`config.mk`:
```
export PLATFORM = sky130hd
export DESIGN_NAME = bmf_div
export DESIGN_NICKNAME = d
export VERILOG_FILES = /design/src/rtl/bmf_pkg.sv /design/src/rtl/bmf_div.sv
export SDC_FILE = /design/constraint.sdc
export NUM_CORES = 1
export LEC_CHECK = 0
export BUFFER_PORTS_ARGS = -buffer_cell sky130_fd_sc_hd__buf_4
export CORE_UTILIZATION = 52
export CTS_CLUSTER_SIZE = 8
export DETAILED_ROUTE_END_ITERATION = 7
export PLACE_DENSITY = 0.77
export SYNTH_ARGS = -nofsm -noshare
export SYNTH_HDL_FRONTEND = slang
export SYNTH_SLANG_ARGS = --single-unit
```
`constraint.sdc`:
```
create_clock -name clk_i -period 2.5 [get_ports clk_i]
set_clock_uncertainty 0.05 [all_clocks]
set_input_delay 0.125 -clock clk_i [delete_from_list [all_inputs] [get_ports clk_i]]
set_output_delay 0.125 -clock clk_i [all_outputs]
set_load 0.01 [all_outputs]
```
`src/rtl/bmf_pkg.sv`:
```
// Shared types and constants for the box mean filter.
package bmf_pkg;

  localparam int unsigned MaxWidth   = 1024;
  localparam int unsigned MaxWindow  = 31;
  localparam int unsigned HeightMax  = 1024;
  localparam int unsigned StoreRows  = 32;
  localparam int unsigned ColW       = $clog2(MaxWidth);
  localparam int unsigned RowSelW    = $clog2(StoreRows);
  localparam int unsigned AddrW      = ColW + RowSelW;
  localparam int unsigned PixW       = 24;
  localparam int unsigned SumW       = 18;
  localparam int unsigned AreaW      = 10;
  localparam int unsigned CntW       = 5;

  localparam logic [1:0] CfgImageWidth   = 2'd0;
  localparam logic [1:0] CfgImageHeight  = 2'd1;
  localparam logic [1:0] CfgWindowWidth  = 2'd2;
  localparam logic [1:0] CfgWindowHeight = 2'd3;

  typedef struct packed {
    logic       mode;
    logic [7:0] chan0;
    logic [7:0] chan1;
    logic [7:0] chan2;
  } in_item_t;

  typedef struct packed {
    logic [7:0] mean0;
    logic [7:0] mean1;
    logic [7:0] mean2;
    logic       frame_last;
  } out_item_t;

  typedef logic [SumW-1:0] sum_t;

endpackage

```
`src/rtl/bmf_div.sv`:
```
// Three-lane restoring divider, one quotient bit per cycle.
module bmf_div (
  input  logic                        clk_i,
  input  logic                        rst_ni,
  input  logic                        start_i,
  input  bmf_pkg::sum_t               dividend_i [3],
  input  logic [bmf_pkg::AreaW-1:0]   divisor_i,
  output logic                        busy_o,
  output logic [7:0]                  quot_o [3]
);

  bmf_pkg::sum_t             quo_q [3];
  bmf_pkg::sum_t             quo_d [3];
  logic [bmf_pkg::AreaW-1:0] rem_q [3];
  logic [bmf_pkg::AreaW-1:0] rem_d [3];
  logic [bmf_pkg::AreaW-1:0] div_q;
  logic [bmf_pkg::CntW-1:0]  cnt_q;
  logic                      busy_q;

  always_comb begin
    logic [bmf_pkg::AreaW:0]   shifted;
    logic [bmf_pkg::AreaW+1:0] trial;
    for (int k = 0; k < 3; k++) begin
      shifted = {rem_q[k], quo_q[k][bmf_pkg::SumW-1]};
      trial   = {1'b0, shifted} - {2'b00, div_q};
      if (!trial[bmf_pkg::AreaW+1]) begin
        rem_d[k] = trial[bmf_pkg::AreaW-1:0];
        quo_d[k] = {quo_q[k][bmf_pkg::SumW-2:0], 1'b1};
      end else begin
        rem_d[k] = shifted[bmf_pkg::AreaW-1:0];
        quo_d[k] = {quo_q[k][bmf_pkg::SumW-2:0], 1'b0};
      end
    end
  end

  always_ff @(posedge clk_i or negedge rst_ni) begin
    if (!rst_ni) begin
      busy_q <= 1'b0;
      cnt_q  <= '0;
    end else if (start_i) begin
      busy_q <= 1'b1;
      cnt_q  <= bmf_pkg::CntW'(bmf_pkg::SumW);
    end else if (busy_q) begin
      cnt_q <= cnt_q - 1'b1;
      if (cnt_q == bmf_pkg::CntW'(1)) begin
        busy_q <= 1'b0;
      end
    end
  end

  always_ff @(posedge clk_i) begin
    if (start_i) begin
      div_q <= divisor_i;
      for (int k = 0; k < 3; k++) begin
        quo_q[k] <= dividend_i[k];
        rem_q[k] <= '0;
      end
    end else if (busy_q) begin
      for (int k = 0; k < 3; k++) begin
        quo_q[k] <= quo_d[k];
        rem_q[k] <= rem_d[k];
      end
    end
  end

  assign busy_o = busy_q;
  always_comb begin
    for (int k = 0; k < 3; k++) begin
      quot_o[k] = quo_q[k][7:0];
    end
  end

endmodule
```
## After elaboration in Yosys (flattened, before gate mapping)

Memories as Yosys holds them, arrays and structs flattened.
Cells that the tools add are included.

| storage, ports and cells | value |
|---|---|
| bits in writable memories | 84 |
| register bits | 16 |
| output and inout port bits | 25 |
| memories | 2 |
| word-level logic and storage cells | 39 |
| input bits | 67 |

| operators by class | value |
|---|---|
| mux-type cells | 22 |
| equality and inequality tests | 1 |
| add/subtract/negate cells | 4 |
| reductions and logical operators | 1 |
| bitwise operators | 6 |

Memory list:

| memory | words | bits a word | read ports | clocked after memory_dff | write ports | RTL line | text |
|---|---|---|---|---|---|---|---|
| quo_q | 3 | 18 | 3 | 0 | 3 | bmf_div.sv:12 | `bmf_pkg::sum_t quo_q [3];` |
| rem_q | 3 | 10 | 3 | 0 | 3 | bmf_div.sv:14 | `logic [bmf_pkg::AreaW-1:0] rem_q [3];` |

Operator list:

| cell | count |
|---|---|
| 10-bit two-way mux | 6 |
| 18-bit two-way mux | 3 |
| 11-bit by 10-bit subtractor with 12-bit output | 3 |
| 1-bit two-way mux | 11 |
| 5-bit two-way mux | 2 |
| 1-bit OR | 6 |
| 5-bit by 1-bit == test with 1-bit output, second input constant | 1 |
| 5-bit by 1-bit subtractor with 5-bit output, second input constant | 1 |
| 2-bit nonzero test | 1 |

## Longest topological paths before layout

Gate-level depths: netlist of run 1.

| logic depth | value |
|---|---|
| depth in word-level cells | 4 |
| depth in mapped cells | 9 |

## Worst setup path after synthesis of run 1

Ideal clock, no wire load.

| timing path | value |
|---|---|
| path type | reg-to-reg |
| start point | register div_q[1] (netlist name) |
| end point | memory rem_q[0][27] (netlist name) (data pin) |
| arrival time | 2.220 ns |
| path buffers | 1 |
| stages on the path, launching flop included | 10 |
| setup slack | 0.088 ns |
| path through | edfxtp_1 inv_1 ha_1 nor2b_2 o2111ai_1 a2111o_1 and2_4 buf_6 a211o_1 a21oi_2 |

RTL lines:

| element | RTL line | text |
|---|---|---|
| start, declared | bmf_div.sv:16 | `logic [bmf_pkg::AreaW-1:0] div_q;` |
| start signal, assigned | bmf_div.sv:53 | `div_q <= divisor_i;` |
| end, declared | bmf_div.sv:14 |  |

==> impl_metrics.csv, run 1 <==
group,metric,value,unit
status,outcome,"complete, no violations",
clocking,cts_buffers,9,
worst_setup_path,worst_path_max_delay_cell,"a2111o_1",
worst_setup_path,path_class,"reg2reg",
placed_design,place_hpwl,8790,um
yosys,ys_top_cells_by_area,"edfxtp_1 50%, nand2_1 11%, ha_1 7.0%, o21ai_0 3.4%, buf_4 3.2%",
finish,nFillCells,791,
floorplanning,num_rows,37,
timing,tightest_slew,0.654,ns
route,drtPass1Iterations,5,
worst_setup_path,rr_endpoint,"rem_q[0][27]",
clocking,cts-root-buf,"clkbuf_8",
route,ant_nets,0,
timing,period_minus_slack,2.39,ns
clocking,cts.sinks,100,
worst_setup_path,arrival,2.55,ns
floorplanning,die_w,107,um
floorplanning,io_pins,92,
worst_setup_path,cp_top_family,"compound AO/OA/AOI/OAI gates",
placed_design,routabilityCongestion,0.858,
floorplanning,start_util,54.5,%
min_path,min_path_cells,3,
power_and_ir_drop,power.density,773,nW/um^2
yosys,yosys.area.top_type,"edfxtp_1",
yosys,ys_warn_count,0,
finish,ff_latch_area,2970,sq um
worst_setup_path,path_cells,"inv_1 > ha_1 > a21oi_1 > and2_4 > a2111o_1 > and2_4 > a211o_1 > a21oi_2",
global_route,grt_pass1_wl,22200,um
yosys,synthCells,578,
worst_setup_path,cp_common_cell,"and2_4",
route,drtIter0Drc,251,
timing,max_freq,419,MHz
finish,finish.utilization,69.0,%
worst_setup_path,worstPathMaxFanout,8,
power_and_ir_drop,ir_drop,401,uV
placed_design,place.port_buffers,91,
finish,multi_input_area,2370,sq um
clocking,clk_pin_slew,0.10,ns
global_route,grt-ovfl-total,0,
worst_setup_path,end_kind,"flip-flop",
finish,drive_above_1_share,18.5,%
timing,hold_ws,0.00554,ns
run,maxCapViolCount,0,
yosys,synthTopCellsByCount,"173 x nand2_1, 94 x edfxtp_1, 39 x o21ai_0",
finish,layout.nets,809,
route,routedWlPerCell,16.1,um
global_route,grt_pass1_vias,4647,
yosys,yosysSeqAreaShare,52.2,%
worst_setup_path,critPathBufInv,1,
min_path,hold_start,"dividend_i[0]",
global_route,grt_max_degree,46,
yosys,yosysUniqueCellTypes,43,
clocking,cts_setup_buffers,0,
yosys,synth.most_common_cell,"nand2_1",
yosys,synth_flop_cell,"edfxtp_1",
route,num_vias,4673,
clocking,cts_buffer_depth,2,
worst_setup_path,r2r_slack,0.11,ns
timing,setup_violations,0,
global_route,antenna_found_initial,0,
timing,period_share,95.5,%
yosys,synth_area,5700,sq um
yosys,avgSynthCellArea,9.86,sq um
finish,antenna_cells,0,
clocking,cts_max_level,3,
global_route,track_usage,25.2,%
clocking,clock_latency,0.36,ns
worst_setup_path,ff2ff_path_depth,8,
route,drcViolationCount,0,
worst_setup_path,required,2.66,ns
timing,slew_viol_final,0,
min_path,hold_class,"in2reg",
floorplanning,fp.dieH,107,um
finish,area_growth,26.6,%
worst_setup_path,slowest_delay,0.44,ns
yosys,synth-edff-count,94,
yosys,syn_nets,680,
timing,relSlewSlack,56.4,%
yosys,ys_ff_latch,100,
yosys,synth_top_area_share,49.5,%
timing,hold_viol_final,0,
floorplanning,placeableCoreArea,10500,sq um
clocking,cts_tree,"built",
worst_setup_path,r2r_start,"div_q[4]",
yosys,async_reset_ff_share,6.00,%
route,drt_wl_total,13700,um
worst_setup_path,cp-start-kind,"flip-flop",
power_and_ir_drop,leakagePower,3.32,nW
min_path,holdPathEnd,"quo_q[0][36]",
route,viasPerCell,5.51,
floorplanning,fp.dieArea,11400,sq um
timing,setup_tns,0,ns
layout by cell type (no fill, tap or decap), types with 5 or more instances in the layout:
master         instances
nor2_1                16
edfxtp_1              94
inv_1                 24
clkbuf_8              10
buf_4                101
nand2b_1               6
ha_1                  32
a21oi_1               26
dlygate4sd3_1         63
o311a_1                6
nor3_1                 6
o21ai_0               36
nand3_1               19
a21o_1                 6
xor2_1                 9
a31oi_1                5
nand2_1              172
dfrtp_1                6
xnor2_1               13
per-stage QoR:
step / instance area, sq um / setup WS (ns) / instances / total power, mW
after floorplan: 5700 / 0.0882 / 578 / 3.97
after global placement: 6400 / 0.127 / 769 / 4.43
after detailed placement: 6400 / 0.150 / 769 / 4.50
after CTS: 7210 / 0.139 / 848 / 5.53
after global routing: 7210 / -0.00362 / 848 / 5.95
final: 7210 / 0.113 / 848 / 5.58
worst max-delay path by stage:
stage             start           end  slack [ns]  cells past startpoint
2_1_floorplan  div_q[1]  rem_q[0][27]        0.09                      9
3_3_place_gp   div_q[4]  rem_q[0][18]        0.13                      8
3_5_place_dp   div_q[4]  rem_q[0][18]        0.15                      8
4_1_cts        div_q[4]  rem_q[0][18]        0.14                      8
5_1_grt        div_q[4]  rem_q[0][27]      -0.004                      8
6_report       div_q[4]  rem_q[0][27]        0.11                      8
metal layers:
metal / vias to the layer above / global-route usage, % / wire [um]
met2: 163 / 43.9 / 6880
met3: 17 / 4.86 / 702
met1: 2238 / 32.1 / 5920
li1: 2255 / - / -
met4: 0 / 6.65 / 173
met5: - / 0 / 0
sequential cells by signal, indices dropped and copies added, names as in the netlist:
signal,count
busy_o,1
cnt_q,5
div_q,10
quo_q,54
rem_q,30
report_power, final:
| part | internal [mW] | switching [mW] | total [mW] |
|---|---|---|---|
| combinational | 0.979 | 1.18 | 2.16 |
| clock | 0.394 | 0.584 | 0.978 |
| sequential | 2.24 | 0.200 | 2.44 |
worst register-to-register path: stages (launching register included):
cell and delay (ns):
edfxtp_1 0.34, inv_1 0.10, ha_1 0.39, a21oi_1 0.11, and2_4 0.17, a2111o_1 0.44, and2_4 0.21, a211o_1 0.31
a21oi_2 0.13
cell families after synthesis:
logic type	share of synthesized area (%)
simple gates	18.0
xor+xnor	3.38
buf+inv	6.45
flops	52.2
compound gates	12.0
fa+ha+maj	8.08
layout make-up:
cell class / count / share of cell area, %
Timing Repair Buffer: 166 / 19.8
Tap cell: 136 / 2.36
Sequential cell: 100 / 41.2
Inverter: 24 / 1.25
Clock buffer: 11 / 1.96
Clock inverter: 5 / 0.520
Multi-Input combinational cell: 406 / 32.9
repair_timing:
action                                 4_1_cts  5_1_grt
hold buffers                                63        0
endpoints found under the hold margin       68        0
resized for setup                            0        4
setup endpoints to repair                    0       11
Power figures use the tool's default switching activity.
==> inputs of run 2 (changes only) <==
- RECOVER_POWER: unset -> 25
==> run 2 against run 1 <==
  * Highest routed layer unchanged
  * Design area is 1.5% lower
  * Non-clock buffer count stayed put
  * Die area stayed put
  * Largest cell class unchanged
  * Sequential power hardly changed
  * Sequential share of layout area is 0.61 points higher
  * First-iteration DRC count is 6.4% higher
  * Critical endpoint unchanged
==> impl_metrics.csv, run 2 (synthesis gave the netlist of run 1 again) <==
group,metric,value,unit
clocking,cts_buffer_depth,2,
clocking,cts.sinks,100,
global_route,grt-ovfl-total,0,
route,drtIter0Drc,267,
worst_setup_path,required,2.66,ns
worst_setup_path,r2r_start,"div_q[4]",
route,num_vias,4678,
timing,setup_violations,0,
finish,finish.utilization,68.0,%
global_route,grt_pass1_vias,4647,
floorplanning,io_pins,92,
worst_setup_path,ff2ff_path_depth,8,
route,drt_wl_total,13600,um
finish,antenna_cells,0,
global_route,antenna_found_initial,0,
finish,layout_commonest_cell,"nand2_1",
finish,nFillCells,823,
timing,hold_viol_final,0,
worst_setup_path,rr_endpoint,"rem_q[0][27]",
finish,final_area,7110,sq um
placed_design,dp_cells,769,
finish,layout.cells.most_common_list,"172 x nand2_1, 94 x edfxtp_1, 64 x buf_4",
worst_setup_path,path_class,"reg2reg",
clocking,clk_pin_slew,0.10,ns
route,drtPass1Iterations,5,
finish,ff_latch_area,2970,sq um
finish,layout.nets,809,
power_and_ir_drop,ir_drop,388,uV
clocking,cts_buffers,9,
placed_design,routabilityCongestion,0.858,
clocking,clock_latency,0.36,ns
timing,period_minus_slack,2.38,ns
global_route,grt_max_degree,46,
finish,drive_above_1_share,14.6,%
placed_design,place_area,6400,sq um
timing,max_freq,420,MHz
finish,largest_register_ffs,54,
clocking,cts_max_level,3,
timing,period_share,95.3,%
placed_design,dp_slack,0.150,ns
floorplanning,placeableCoreArea,10500,sq um
clocking,cts-root-buf,"clkbuf_8",
min_path,holdPathEnd,"quo_q[0][36]",
worst_setup_path,r2r_slack,0.12,ns
global_route,track_usage,25.2,%
floorplanning,start_util,54.5,%
worst_setup_path,end_kind,"flip-flop",
timing,relSlewSlack,34.3,%
min_path,hold_class,"in2reg",
power_and_ir_drop,power.density,777,nW/um^2
power_and_ir_drop,leakagePower,3.22,nW
finish,regMostFlops,"quo_q",
floorplanning,fp.dieH,107,um
timing,slew_viol_final,0,
route,viasPerCell,5.52,
route,ant_nets,0,
route,drcViolationCount,0,
worst_setup_path,worstPathMaxFanout,8,
timing,layout_setup_ws,0.116,ns
finish,area_growth,24.7,%
timing,hold_ws,0.00593,ns
finish,reg_top3,"quo_q x54, rem_q x30, div_q x10",
status,outcome,"complete, no violations",
finish,multi_input_area,2370,sq um
placed_design,place.port_buffers,91,
worst_setup_path,cp-start-kind,"flip-flop",
clocking,cts_tree,"built",
floorplanning,die_w,107,um
worst_setup_path,arrival,2.54,ns
floorplanning,fp.dieArea,11400,sq um
finish,final_cell_count_no_fill,848,
timing,tightest_slew,0.986,ns
run,maxCapViolCount,0,
global_route,grt_pass1_wl,22200,um
route,routedWlPerCell,16.1,um
placed_design,place_hpwl,8790,um
floorplanning,num_rows,37,
min_path,min_path_cells,3,
min_path,hold_start,"dividend_i[0]",
run 2: changes by cell type in the layout (fill, tap and decap cells not counted), sizes merged:
| cell | change |
|---|---|
| buf | -37 |
| clkbuf | +37 |
run 2: cell type report:
type | count | area share [%]
clock buffers | 11 | 1.99
clock inverters | 5 | 0.528
inverters | 24 | 1.27
multi-input cells | 406 | 33.4
flip-flops and latches | 100 | 41.8
well taps | 136 | 2.39
repair buffers | 166 | 18.6
run 2: power breakdown:
group	switching, mW	total [mW]	internal (mW)
logic	1.18	2.11	0.927
clock network	0.582	0.976	0.394
registers	0.198	2.44	2.24
run 2: metrics by stage:
stage          setup TNS [ns]  total power, mW
4_1_cts                     0             5.53
3_5_place_dp                0             4.50
2_1_floorplan               0             3.97
3_3_place_gp                0             4.43
5_1_grt              -0.00362             5.89
6_report                    0             5.52
run 2: what timing repair did:
action,CTS,global route
endpoints found under the setup margin,0,11
hold endpoints to repair,68,0
setup buffers,0,0
resized for setup,0,4
hold buffers,63,0
run 2: how the worst max path moves through the flow:
stage          depth (start not counted)  startpoint      endpoint
4_1_cts                                8    div_q[4]  rem_q[0][18]
6_report                               8    div_q[4]  rem_q[0][27]
3_5_place_dp                           8    div_q[4]  rem_q[0][18]
2_1_floorplan                          9    div_q[1]  rem_q[0][27]
3_3_place_gp                           8    div_q[4]  rem_q[0][18]
5_1_grt                                8    div_q[4]  rem_q[0][27]
run 2: critical path, cell delays in order, from the launching register on:
cell and delay (ns):
edfxtp_1 0.34, inv_1 0.09, ha_1 0.39, a21oi_1 0.11
and2_4 0.17, a2111o_1 0.44, and2_4 0.21, a211o_1 0.31
a21oi_2 0.13
run 2: layer usage:
layer	routed length [um]	GRT usage (%)
met1	5860	32.1
met2	6840	43.9
met3	746	4.86
met4	170	6.65
met5	0	0
